--- src/hw/rtl/wildcard_pattern_matcher_defines.svh ---
// Assertion macros shared by the wildcard pattern matcher RTL.
`ifndef WILDCARD_PATTERN_MATCHER_DEFINES_SVH
`define WILDCARD_PATTERN_MATCHER_DEFINES_SVH

// Same-cycle implication, disabled while reset is asserted.
`define WPM_ASSERT_NOW(label, ante, cons, msg) \
    label: assert property (@(posedge clk) disable iff (!rst_n) (ante) |-> (cons)) \
        else $error(msg);

// Next-cycle implication, disabled while reset is asserted.
`define WPM_ASSERT_NEXT(label, ante, cons, msg) \
    label: assert property (@(posedge clk) disable iff (!rst_n) (ante) |=> (cons)) \
        else $error(msg);

`endif

--- src/hw/rtl/wpm_pkg.sv ---
// Package with types and constants for the wildcard pattern matcher.
package wpm_pkg;

    localparam int PATTERN_MAX_DEF = 64;

    localparam logic [7:0] STAR_BYTE = 8'd42;
    localparam logic [7:0] ANY_BYTE  = 8'd63;

    typedef enum logic [1:0] {
        KIND_CLEAR  = 2'd0,
        KIND_APPEND = 2'd1,
        KIND_TEXT   = 2'd2,
        KIND_END    = 2'd3
    } kind_t;

    // Commands from the controller to the datapath
    typedef struct packed {
        logic clear;
        logic append;
        logic load;
        logic scan;
        logic commit;
        logic restore;
        logic report;
    } wpm_cmd_t;

endpackage

--- src/hw/rtl/wpm_ctrl.sv ---
// Controller state machine for the wildcard pattern matcher.
module wpm_ctrl
    import wpm_pkg::*;
#(
    parameter int PATTERN_MAX = PATTERN_MAX_DEF
)
(
    input  logic                                              clk,
    input  logic                                              rst_n,
    input  logic                                              in_valid,
    output logic                                              in_stall,
    input  logic [1:0]                                        kind,
    output logic                                              out_valid,
    input  logic                                              out_stall,
    output wpm_cmd_t                                          cmd,
    output logic [$clog2($clog2(PATTERN_MAX + 1)) - 1:0]      lvl
);

    localparam int LEN_W = $clog2(PATTERN_MAX + 1);
    localparam int LVL_W = $clog2(LEN_W);
    localparam logic [LVL_W-1:0] LAST_LVL = LVL_W'(LEN_W - 1);

    typedef enum logic [1:0] {
        ST_IDLE,
        ST_SCAN,
        ST_RESTORE
    } state_t;

    state_t           state_reg;
    logic [LVL_W-1:0] lvl_reg;
    logic             out_valid_reg;
    logic             out_busy;
    logic             accept;
    kind_t            kind_in;

    assign kind_in  = kind_t'(kind);
    assign out_busy = out_valid_reg && out_stall;
    assign in_stall = (state_reg != ST_IDLE) || ((kind_in == KIND_END) && out_busy);
    assign accept   = in_valid && !in_stall;

    assign out_valid = out_valid_reg;
    assign lvl       = lvl_reg;

    always_comb
    begin
        cmd = '0;
        if (accept)
        begin
            unique case (kind_in)
                KIND_CLEAR:  cmd.clear  = 1'b1;
                KIND_APPEND: cmd.append = 1'b1;
                KIND_TEXT:   cmd.load   = 1'b1;
                KIND_END:    cmd.report = 1'b1;
            endcase
        end
        if (state_reg == ST_SCAN)
        begin
            cmd.scan   = 1'b1;
            cmd.commit = (lvl_reg == LAST_LVL);
        end
        if (state_reg == ST_RESTORE)
        begin
            cmd.restore = 1'b1;
        end
    end

    always_ff @(posedge clk or negedge rst_n)
    begin
        if (!rst_n)
        begin
            state_reg     <= ST_IDLE;
            lvl_reg       <= '0;
            out_valid_reg <= 1'b0;
        end
        else
        begin
            if (cmd.report)
            begin
                out_valid_reg <= 1'b1;
            end
            else if (out_valid_reg && !out_stall)
            begin
                out_valid_reg <= 1'b0;
            end

            unique case (state_reg)
                ST_IDLE:
                begin
                    if (accept)
                    begin
                        lvl_reg   <= '0;
                        state_reg <= (kind_in == KIND_TEXT) ? ST_SCAN : ST_RESTORE;
                    end
                end
                ST_SCAN:
                begin
                    lvl_reg <= lvl_reg + LVL_W'(1);
                    if (lvl_reg == LAST_LVL)
                    begin
                        state_reg <= ST_IDLE;
                    end
                end
                ST_RESTORE:
                begin
                    state_reg <= ST_IDLE;
                end
                default:
                begin
                    state_reg <= ST_IDLE;
                end
            endcase
        end
    end

endmodule

--- src/hw/rtl/wpm_datapath.sv ---
// Datapath of the wildcard pattern matcher: pattern cells, match vector, star scan.
module wpm_datapath
    import wpm_pkg::*;
#(
    parameter int PATTERN_MAX = PATTERN_MAX_DEF
)
(
    input  logic                                              clk,
    input  logic                                              rst_n,
    input  logic [7:0]                                        symbol,
    input  wpm_cmd_t                                          cmd,
    input  logic [$clog2($clog2(PATTERN_MAX + 1)) - 1:0]      lvl,
    output logic                                              matched,
    output logic                                              pattern_overflow
);

    localparam int NV    = PATTERN_MAX + 1;
    localparam int LEN_W = $clog2(NV);
    localparam int IDX_W = $clog2(PATTERN_MAX);

    logic [7:0]       store_reg [PATTERN_MAX];
    logic [LEN_W-1:0] len_reg;
    logic [LEN_W-1:0] lsc_reg;
    logic             only_stars_reg;
    logic             ovf_reg;
    logic [NV-1:0]    vec_reg;
    logic [NV-1:0]    g_reg;
    logic [NV-1:0]    p_reg;
    logic             matched_reg;
    logic             ovf_out_reg;

    logic [NV-1:0]    g_init;
    logic [NV-1:0]    p_init;
    logic [NV-1:0]    g_step;
    logic [NV-1:0]    p_step;
    logic [NV-1:0]    vec_rest;
    logic [NV-1:0]    last_sel;
    logic [LEN_W-1:0] shift_amt;
    logic             full;

    assign full = (len_reg == LEN_W'(PATTERN_MAX));

    // Per-cell generate/propagate terms for one text byte
    always_comb
    begin
        g_init[0]   = 1'b0;
        p_init[0]   = 1'b0;
        vec_rest[0] = 1'b1;
        last_sel[0] = (len_reg == '0);
        for (int j = 1; j < NV; j++)
        begin
            vec_rest[j] = (LEN_W'(j) <= lsc_reg);
            last_sel[j] = (LEN_W'(j) == len_reg);
            if (LEN_W'(j) <= len_reg)
            begin
                if (store_reg[j-1] == STAR_BYTE)
                begin
                    g_init[j] = vec_reg[j];
                    p_init[j] = 1'b1;
                end
                else
                begin
                    g_init[j] = vec_reg[j-1] &&
                                ((store_reg[j-1] == ANY_BYTE) || (store_reg[j-1] == symbol));
                    p_init[j] = 1'b0;
                end
            end
            else
            begin
                g_init[j] = vec_reg[j];
                p_init[j] = 1'b0;
            end
        end
    end

    // One prefix level of the star ripple per cycle
    assign shift_amt = LEN_W'(1) << lvl;
    assign g_step    = g_reg | (p_reg & (g_reg << shift_amt));
    assign p_step    = p_reg & (p_reg << shift_amt);

    // Pattern bytes: written once per append that finds room, no reset
    always_ff @(posedge clk)
    begin
        if (cmd.append && !full)
        begin
            store_reg[len_reg[IDX_W-1:0]] <= symbol;
        end
    end

    always_ff @(posedge clk)
    begin
        if (cmd.load)
        begin
            g_reg <= g_init;
            p_reg <= p_init;
        end
        else if (cmd.scan)
        begin
            g_reg <= g_step;
            p_reg <= p_step;
        end
        if (cmd.report)
        begin
            matched_reg <= |(vec_reg & last_sel);
            ovf_out_reg <= ovf_reg;
        end
    end

    always_ff @(posedge clk or negedge rst_n)
    begin
        if (!rst_n)
        begin
            len_reg        <= '0;
            lsc_reg        <= '0;
            only_stars_reg <= 1'b1;
            ovf_reg        <= 1'b0;
            vec_reg        <= NV'(1);
        end
        else
        begin
            if (cmd.clear)
            begin
                len_reg        <= '0;
                lsc_reg        <= '0;
                only_stars_reg <= 1'b1;
                ovf_reg        <= 1'b0;
            end
            else if (cmd.append)
            begin
                if (full)
                begin
                    ovf_reg <= 1'b1;
                end
                else
                begin
                    len_reg <= len_reg + LEN_W'(1);
                    if (only_stars_reg && (symbol == STAR_BYTE))
                    begin
                        lsc_reg <= lsc_reg + LEN_W'(1);
                    end
                    else
                    begin
                        only_stars_reg <= 1'b0;
                    end
                end
            end
            if (cmd.restore)
            begin
                vec_reg <= vec_rest;
            end
            else if (cmd.commit)
            begin
                vec_reg <= g_step;
            end
        end
    end

    assign matched          = matched_reg;
    assign pattern_overflow = ovf_out_reg;

endmodule

--- src/hw/rtl/wildcard_pattern_matcher.sv ---
// Top level of the wildcard pattern matcher: controller, datapath and checks.
//
//  Channel   Direction  Handshake             Payload
//  --------  ---------  --------------------  -------------------------
//  input     in         in_valid / in_stall   kind[1:0], symbol[7:0]
//  output    out        out_valid / out_stall matched, pattern_overflow
//
// A text byte holds off further input while the star ripple runs as a registered
// prefix scan, one level per cycle.
// Clear, append and end items pass through the transfer, then a vector restore.
// Reset sets control state, pattern length, flags and the match vector to start values; the
// pattern store holds no reset value and needs no clearing pass.
// An end item stalls while an earlier result still waits on out_stall; other
// items keep flowing past a held result.
`include "wildcard_pattern_matcher_defines.svh"

module wildcard_pattern_matcher
    import wpm_pkg::*;
#(
    parameter int PATTERN_MAX = PATTERN_MAX_DEF
)
(
    input  logic       clk,
    input  logic       rst_n,
    input  logic       in_valid,
    output logic       in_stall,
    input  logic [1:0] kind,
    input  logic [7:0] symbol,
    output logic       out_valid,
    input  logic       out_stall,
    output logic       matched,
    output logic       pattern_overflow
);

    localparam int LEN_W = $clog2(PATTERN_MAX + 1);
    localparam int LVL_W = $clog2(LEN_W);

    // Command bundle and scan level from controller to datapath
    wpm_cmd_t         cmd;
    logic [LVL_W-1:0] lvl;
    logic             in_xfer;

    assign in_xfer = in_valid && !in_stall;

    // Controller: sequences each item and owns the output valid
    wpm_ctrl #(
        .PATTERN_MAX (PATTERN_MAX)
    ) u_ctrl (
        .clk       (clk),
        .rst_n     (rst_n),
        .in_valid  (in_valid),
        .in_stall  (in_stall),
        .kind      (kind),
        .out_valid (out_valid),
        .out_stall (out_stall),
        .cmd       (cmd),
        .lvl       (lvl)
    );

    // Datapath: pattern cells, match vector and result registers
    wpm_datapath #(
        .PATTERN_MAX (PATTERN_MAX)
    ) u_datapath (
        .clk              (clk),
        .rst_n            (rst_n),
        .symbol           (symbol),
        .cmd              (cmd),
        .lvl              (lvl),
        .matched          (matched),
        .pattern_overflow (pattern_overflow)
    );

    // Every accepted item leaves the block busy, so no item is accepted back to back
    `WPM_ASSERT_NEXT(a_busy_after_xfer, in_xfer, in_stall, "item accepted back to back")
    // An accepted end item shows a result in the next cycle
    `WPM_ASSERT_NEXT(a_end_gives_result, in_xfer && (kind == KIND_END), out_valid, "end item lost its result")
    // A result held by the consumer is never overwritten by a new end item
    `WPM_ASSERT_NOW(a_no_overwrite, out_valid && out_stall, !(in_xfer && (kind == KIND_END)), "held result overwritten")

endmodule
--- config.mk ---
export PLATFORM = sky130hd
export DESIGN_NAME = wildcard_pattern_matcher
export DESIGN_NICKNAME = d
export VERILOG_FILES = /design/src/hw/rtl/wpm_pkg.sv /design/src/hw/rtl/wpm_ctrl.sv /design/src/hw/rtl/wpm_datapath.sv /design/src/hw/rtl/wildcard_pattern_matcher.sv
export VERILOG_INCLUDE_DIRS = /design/src /design/src/hw/rtl
export SDC_FILE = /design/constraint.sdc
export NUM_CORES = 2
export LEC_CHECK = 0
export ABC_AREA = 0
export BUFFER_PORTS_ARGS = -buffer_cell sky130_fd_sc_hd__buf_4
export CAP_MARGIN = 20
export CORE_ASPECT_RATIO = 1.1
export CORE_UTILIZATION = 35
export CTS_CLUSTER_SIZE = 28
export DETAILED_ROUTE_END_ITERATION = 6
export PLACE_DENSITY = 0.61
export SYNTH_ARGS = -nofsm -noshare
export SYNTH_HDL_FRONTEND = slang
export SYNTH_SLANG_ARGS = --single-unit
--- constraint.sdc ---
create_clock -name clk -period 4.7 [get_ports clk]
set_clock_uncertainty 0.2 [all_clocks]
set_input_delay 0.94 -clock clk [delete_from_list [all_inputs] [get_ports clk]]
set_output_delay 0.94 -clock clk [all_outputs]
set_load 0.02 [all_outputs]
==> impl_metrics.py <==
metrics = {
    "global_route": {
        "overflow": 0,
        "first_global_vias": 39700,
        "met1_usage": 0.422,
        "grt_pass1_wl_um": 315000,
        "grt-busiest-layer": "met2",
        "grt_use_met2": 0.482,
        "globalRouteMet3Util": 0.116,
        "antenna_found_initial": 20,
        "grt_max_degree": 75,
        "grtUsageTotal": 0.334,
    },
    "routing": {
        "vias": 42200,
        "viasPerCell": 6.66,
        "drt_iter0_markers": 6493,
        "drt-pass1-iter-count": 6,
        "drc_errors": 0,
        "wl_per_cell_um": 36.1,
        "finalWirelength_um": 229000,
        "antenna_left": 0,
    },
    "place": {
        "placed_area_um2": 49800,
        "dpl_worst_slack_ns": 0.638,
        "numPlacedInstances": 6162,
        "place_hpwl_um": 168000,
        "io_buffer_count": 17,
        "finalWeightedCongestion": 1.14,
    },
    "synthesis": {
        "yosys.area.top_type": "edfxtp_1",
        "ys_async_sr_fraction": 0.119,
        "synth_edf_count": 642,
        "netlist_area_um2": 46400,
        "synth.most_common_cell": "edfxtp_1",
        "synth_top_area_frac": 0.415,
        "ys.flop_type": "edfxtp_1",
        "syn-num-nets": 4459,
        "synth_area_per_cell_um2": 10.5,
        "synth_warnings": 0,
        "seq_area_frac_synth": 0.463,
        "synthCells": 4432,
        "yosys-top-cells-area": "edfxtp_1 (42%), xor2_1 (7.0%), dfrtp_1 (4.6%), mux2i_1 (4.0%), mux4_2 (3.7%)",
        "ys_ff_latch": 731,
        "synthDistinctLibCells": 103,
        "synthTopCellsByCount": "edfxtp_1 (642), nand2_1 (379), xor2_1 (372), nor2_1 (311), o21ai_0 (218)",
    },
    "cts": {
        "clk_pin_slew_ns": 0.06,
        "cts_made_buffers": 83,
        "cts_max_level": 3,
        "cts_setup_buffers": 0,
        "cts_root_buffer": "clkbuf_16",
        "cts_tree": "built",
        "ctsHoldBuffers": 0,
        "clock_sinks": 731,
        "clockBufferDepth": 3,
        "post_cts_resized": 0,
        "clk_latency_ns": 0.73,
    },
    "layout": {
        "final_core_utilization": 0.402,
        "finish.instance_area_um2": 52700,
        "area_growth_pct": 13.5,
        "layout-drive-gt1-share": 0.140,
        "largest_register_ffs": 512,
        "final_cells": 6333,
        "nNetsFinal": 4515,
    },
    "sta": {
        "finalHoldViolCount": 0,
        "tightest_slew_ns": 1.24,
        "rsz0062_at_grt": "false",
        "fin_crit_ns": 4.25,
        "holdWs_ns": 0.288,
        "setup-tns-final_ns": 0,
        "maxSlewHeadroom": 0.166,
        "fmax_mhz": 235,
        "setup_viol": 0,
        "slew_viol_final": 0,
        "worst_slack_ns": 0.450,
        "period_share": 0.904,
    },
    "critical_path": {
        "rr_startpoint": "u_ctrl.lvl[1]",
        "cp_cell_sequence": "inv_1 > ha_2 > o21bai_1 > a221o_1 > and3_1 > a21oi_1 > inv_1 > a31oi_1 > o22ai_1",
        "crit_type": "flop to flop",
        "r2r_slack_ns": 0.45,
        "start_kind": "flop",
        "crit_top_cell": "inv_1",
        "cpMaxStageDelayCell": "a221o_1",
        "critPathArrivalTime_ns": 4.49,
        "crit_buf_inv": 2,
        "path_max_fanout": 20,
        "path_depth": 9,
        "cp.required_ns": 4.94,
        "reg2regPathDepth": 9,
        "worst_path_largest_cell_delay_ns": 0.61,
        "r2r_end": "u_datapath.g_reg[10]",
        "path_delay_family": "compound AO/OA/AOI/OAI gates",
        "crit_path_end_kind": "flop",
    },
    "floorplan": {
        "core_um2": 131000,
        "io_pins": 18,
        "dieHeight_um": 384,
        "start_util": 0.354,
        "rows": 139,
        "die_w_um": 349,
        "die_area_um2": 134000,
    },
    "job": {
        "max_cap_violations": 0,
    },
    "power_and_ir_drop": {
        "totalPowerFinal_mw": 36.9,
        "power_density_nw_per_um2": 701,
        "leakagePower_nw": 17.8,
        "irDropWorstVdd_mv": 0.330,
    },
    "min_path": {
        "min_from": "out_stall",
        "whs_path_depth": 3,
        "whs_endpoint": "u_ctrl.out_valid",
        "hold_path.class": "input port to flop",
    },
    "status": {
        "status": "complete, no violations",
    },
}
## area by class of cell
type | count | area [um^2]
fill | 12500 | 78300
multi-input combinational | 3325 | 23200
sequential | 731 | 21500
timing repair buffer | 312 | 2740
clock buffer | 104 | 2240
tap | 1762 | 2200
clock inverter | 52 | 583
inverter | 35 | 131
antenna | 12 | 30.0
## worst register-to-register path, cell delays in order (launching register included)
cell	delay [ns]
dfrtp_1	0.42
inv_1	0.14
ha_2	0.49
o21bai_1	0.47
a221o_1	0.61
and3_1	0.24
a21oi_1	0.56
inv_1	0.33
a31oi_1	0.38
o22ai_1	0.15
## worst max path at each step
stage	from	endpoint	slack [ns]
final	u_ctrl.lvl[1]	u_datapath.g_reg[10]	0.45
after global routing	u_ctrl.lvl[1]	u_datapath.p_reg[35]	0.34
after CTS	u_ctrl.lvl[1]	u_datapath.p_reg[54]	0.58
after detailed placement	u_ctrl.lvl[1]	u_datapath.p_reg[54]	0.64
after global placement	u_ctrl.lvl[1]	u_datapath.p_reg[54]	0.69
after floorplan	kind[1]	u_datapath.g_reg[10]	0.74
## routing by layer
layer	vias to the layer above	share of wire
met5	-	0.00050
met4	14	0.082
met3	873	0.13
met2	3200	0.41
met1	21000	0.37
li1	17100	-
## cells by family (layout without fill, tap and decap cells)
family / Yosys count / count (layout) / share of synthesized area
flops: 731 / 731 / 0.463
buf+inv: 376 / 503 / 0.0387
fa+ha+maj: 13 / 13 / 0.00351
mux: 317 / 317 / 0.0922
other cells: 0 / 12 / 0
xor+xnor: 519 / 519 / 0.0980
simple gates: 1478 / 1478 / 0.160
compound gates: 998 / 998 / 0.144
## where the power goes
group | switching, mW | internal (mW)
clock | 2.92 | 3.83
combinational | 12.9 | 6.57
sequential | 2.68 | 8.04
## cell usage in the layout (no fill, tap or decap), types with 18 or more instances in the layout
cell       Yosys  routed
buf_4         19     273
a31oi_1       65      65
inv_1         33      33
xnor2_1      147     147
dfrtp_1       85      84
mux2i_1      187     187
o221ai_1      19      19
nor3_1        75      75
clkbuf_16      0      84
o22ai_1       66      66
a21oi_1      200     199
nor2b_1       33      31
or4_1         50      50
xor2_1       372     372
nor2_1       311     308
a22oi_1       47      47
a211o_1       26      26
edfxtp_1     642     642
a221o_1       18      18
buf_12         7      27
and3_1        23      22
nand3_1      211     210
nand2b_1      23      19
nor4_1       118     118
a211oi_1      38      38
nand4_1      122     122
o211ai_1      42      42
or3_1         22      22
mux2_2        48      48
a32oi_1       23      23
o21a_1        23      23
o21ai_0      218     216
nand2_1      379     377
and3b_1       21      21
mux4_2        77      77
Note: power is estimated with default switching activity, not from simulation.
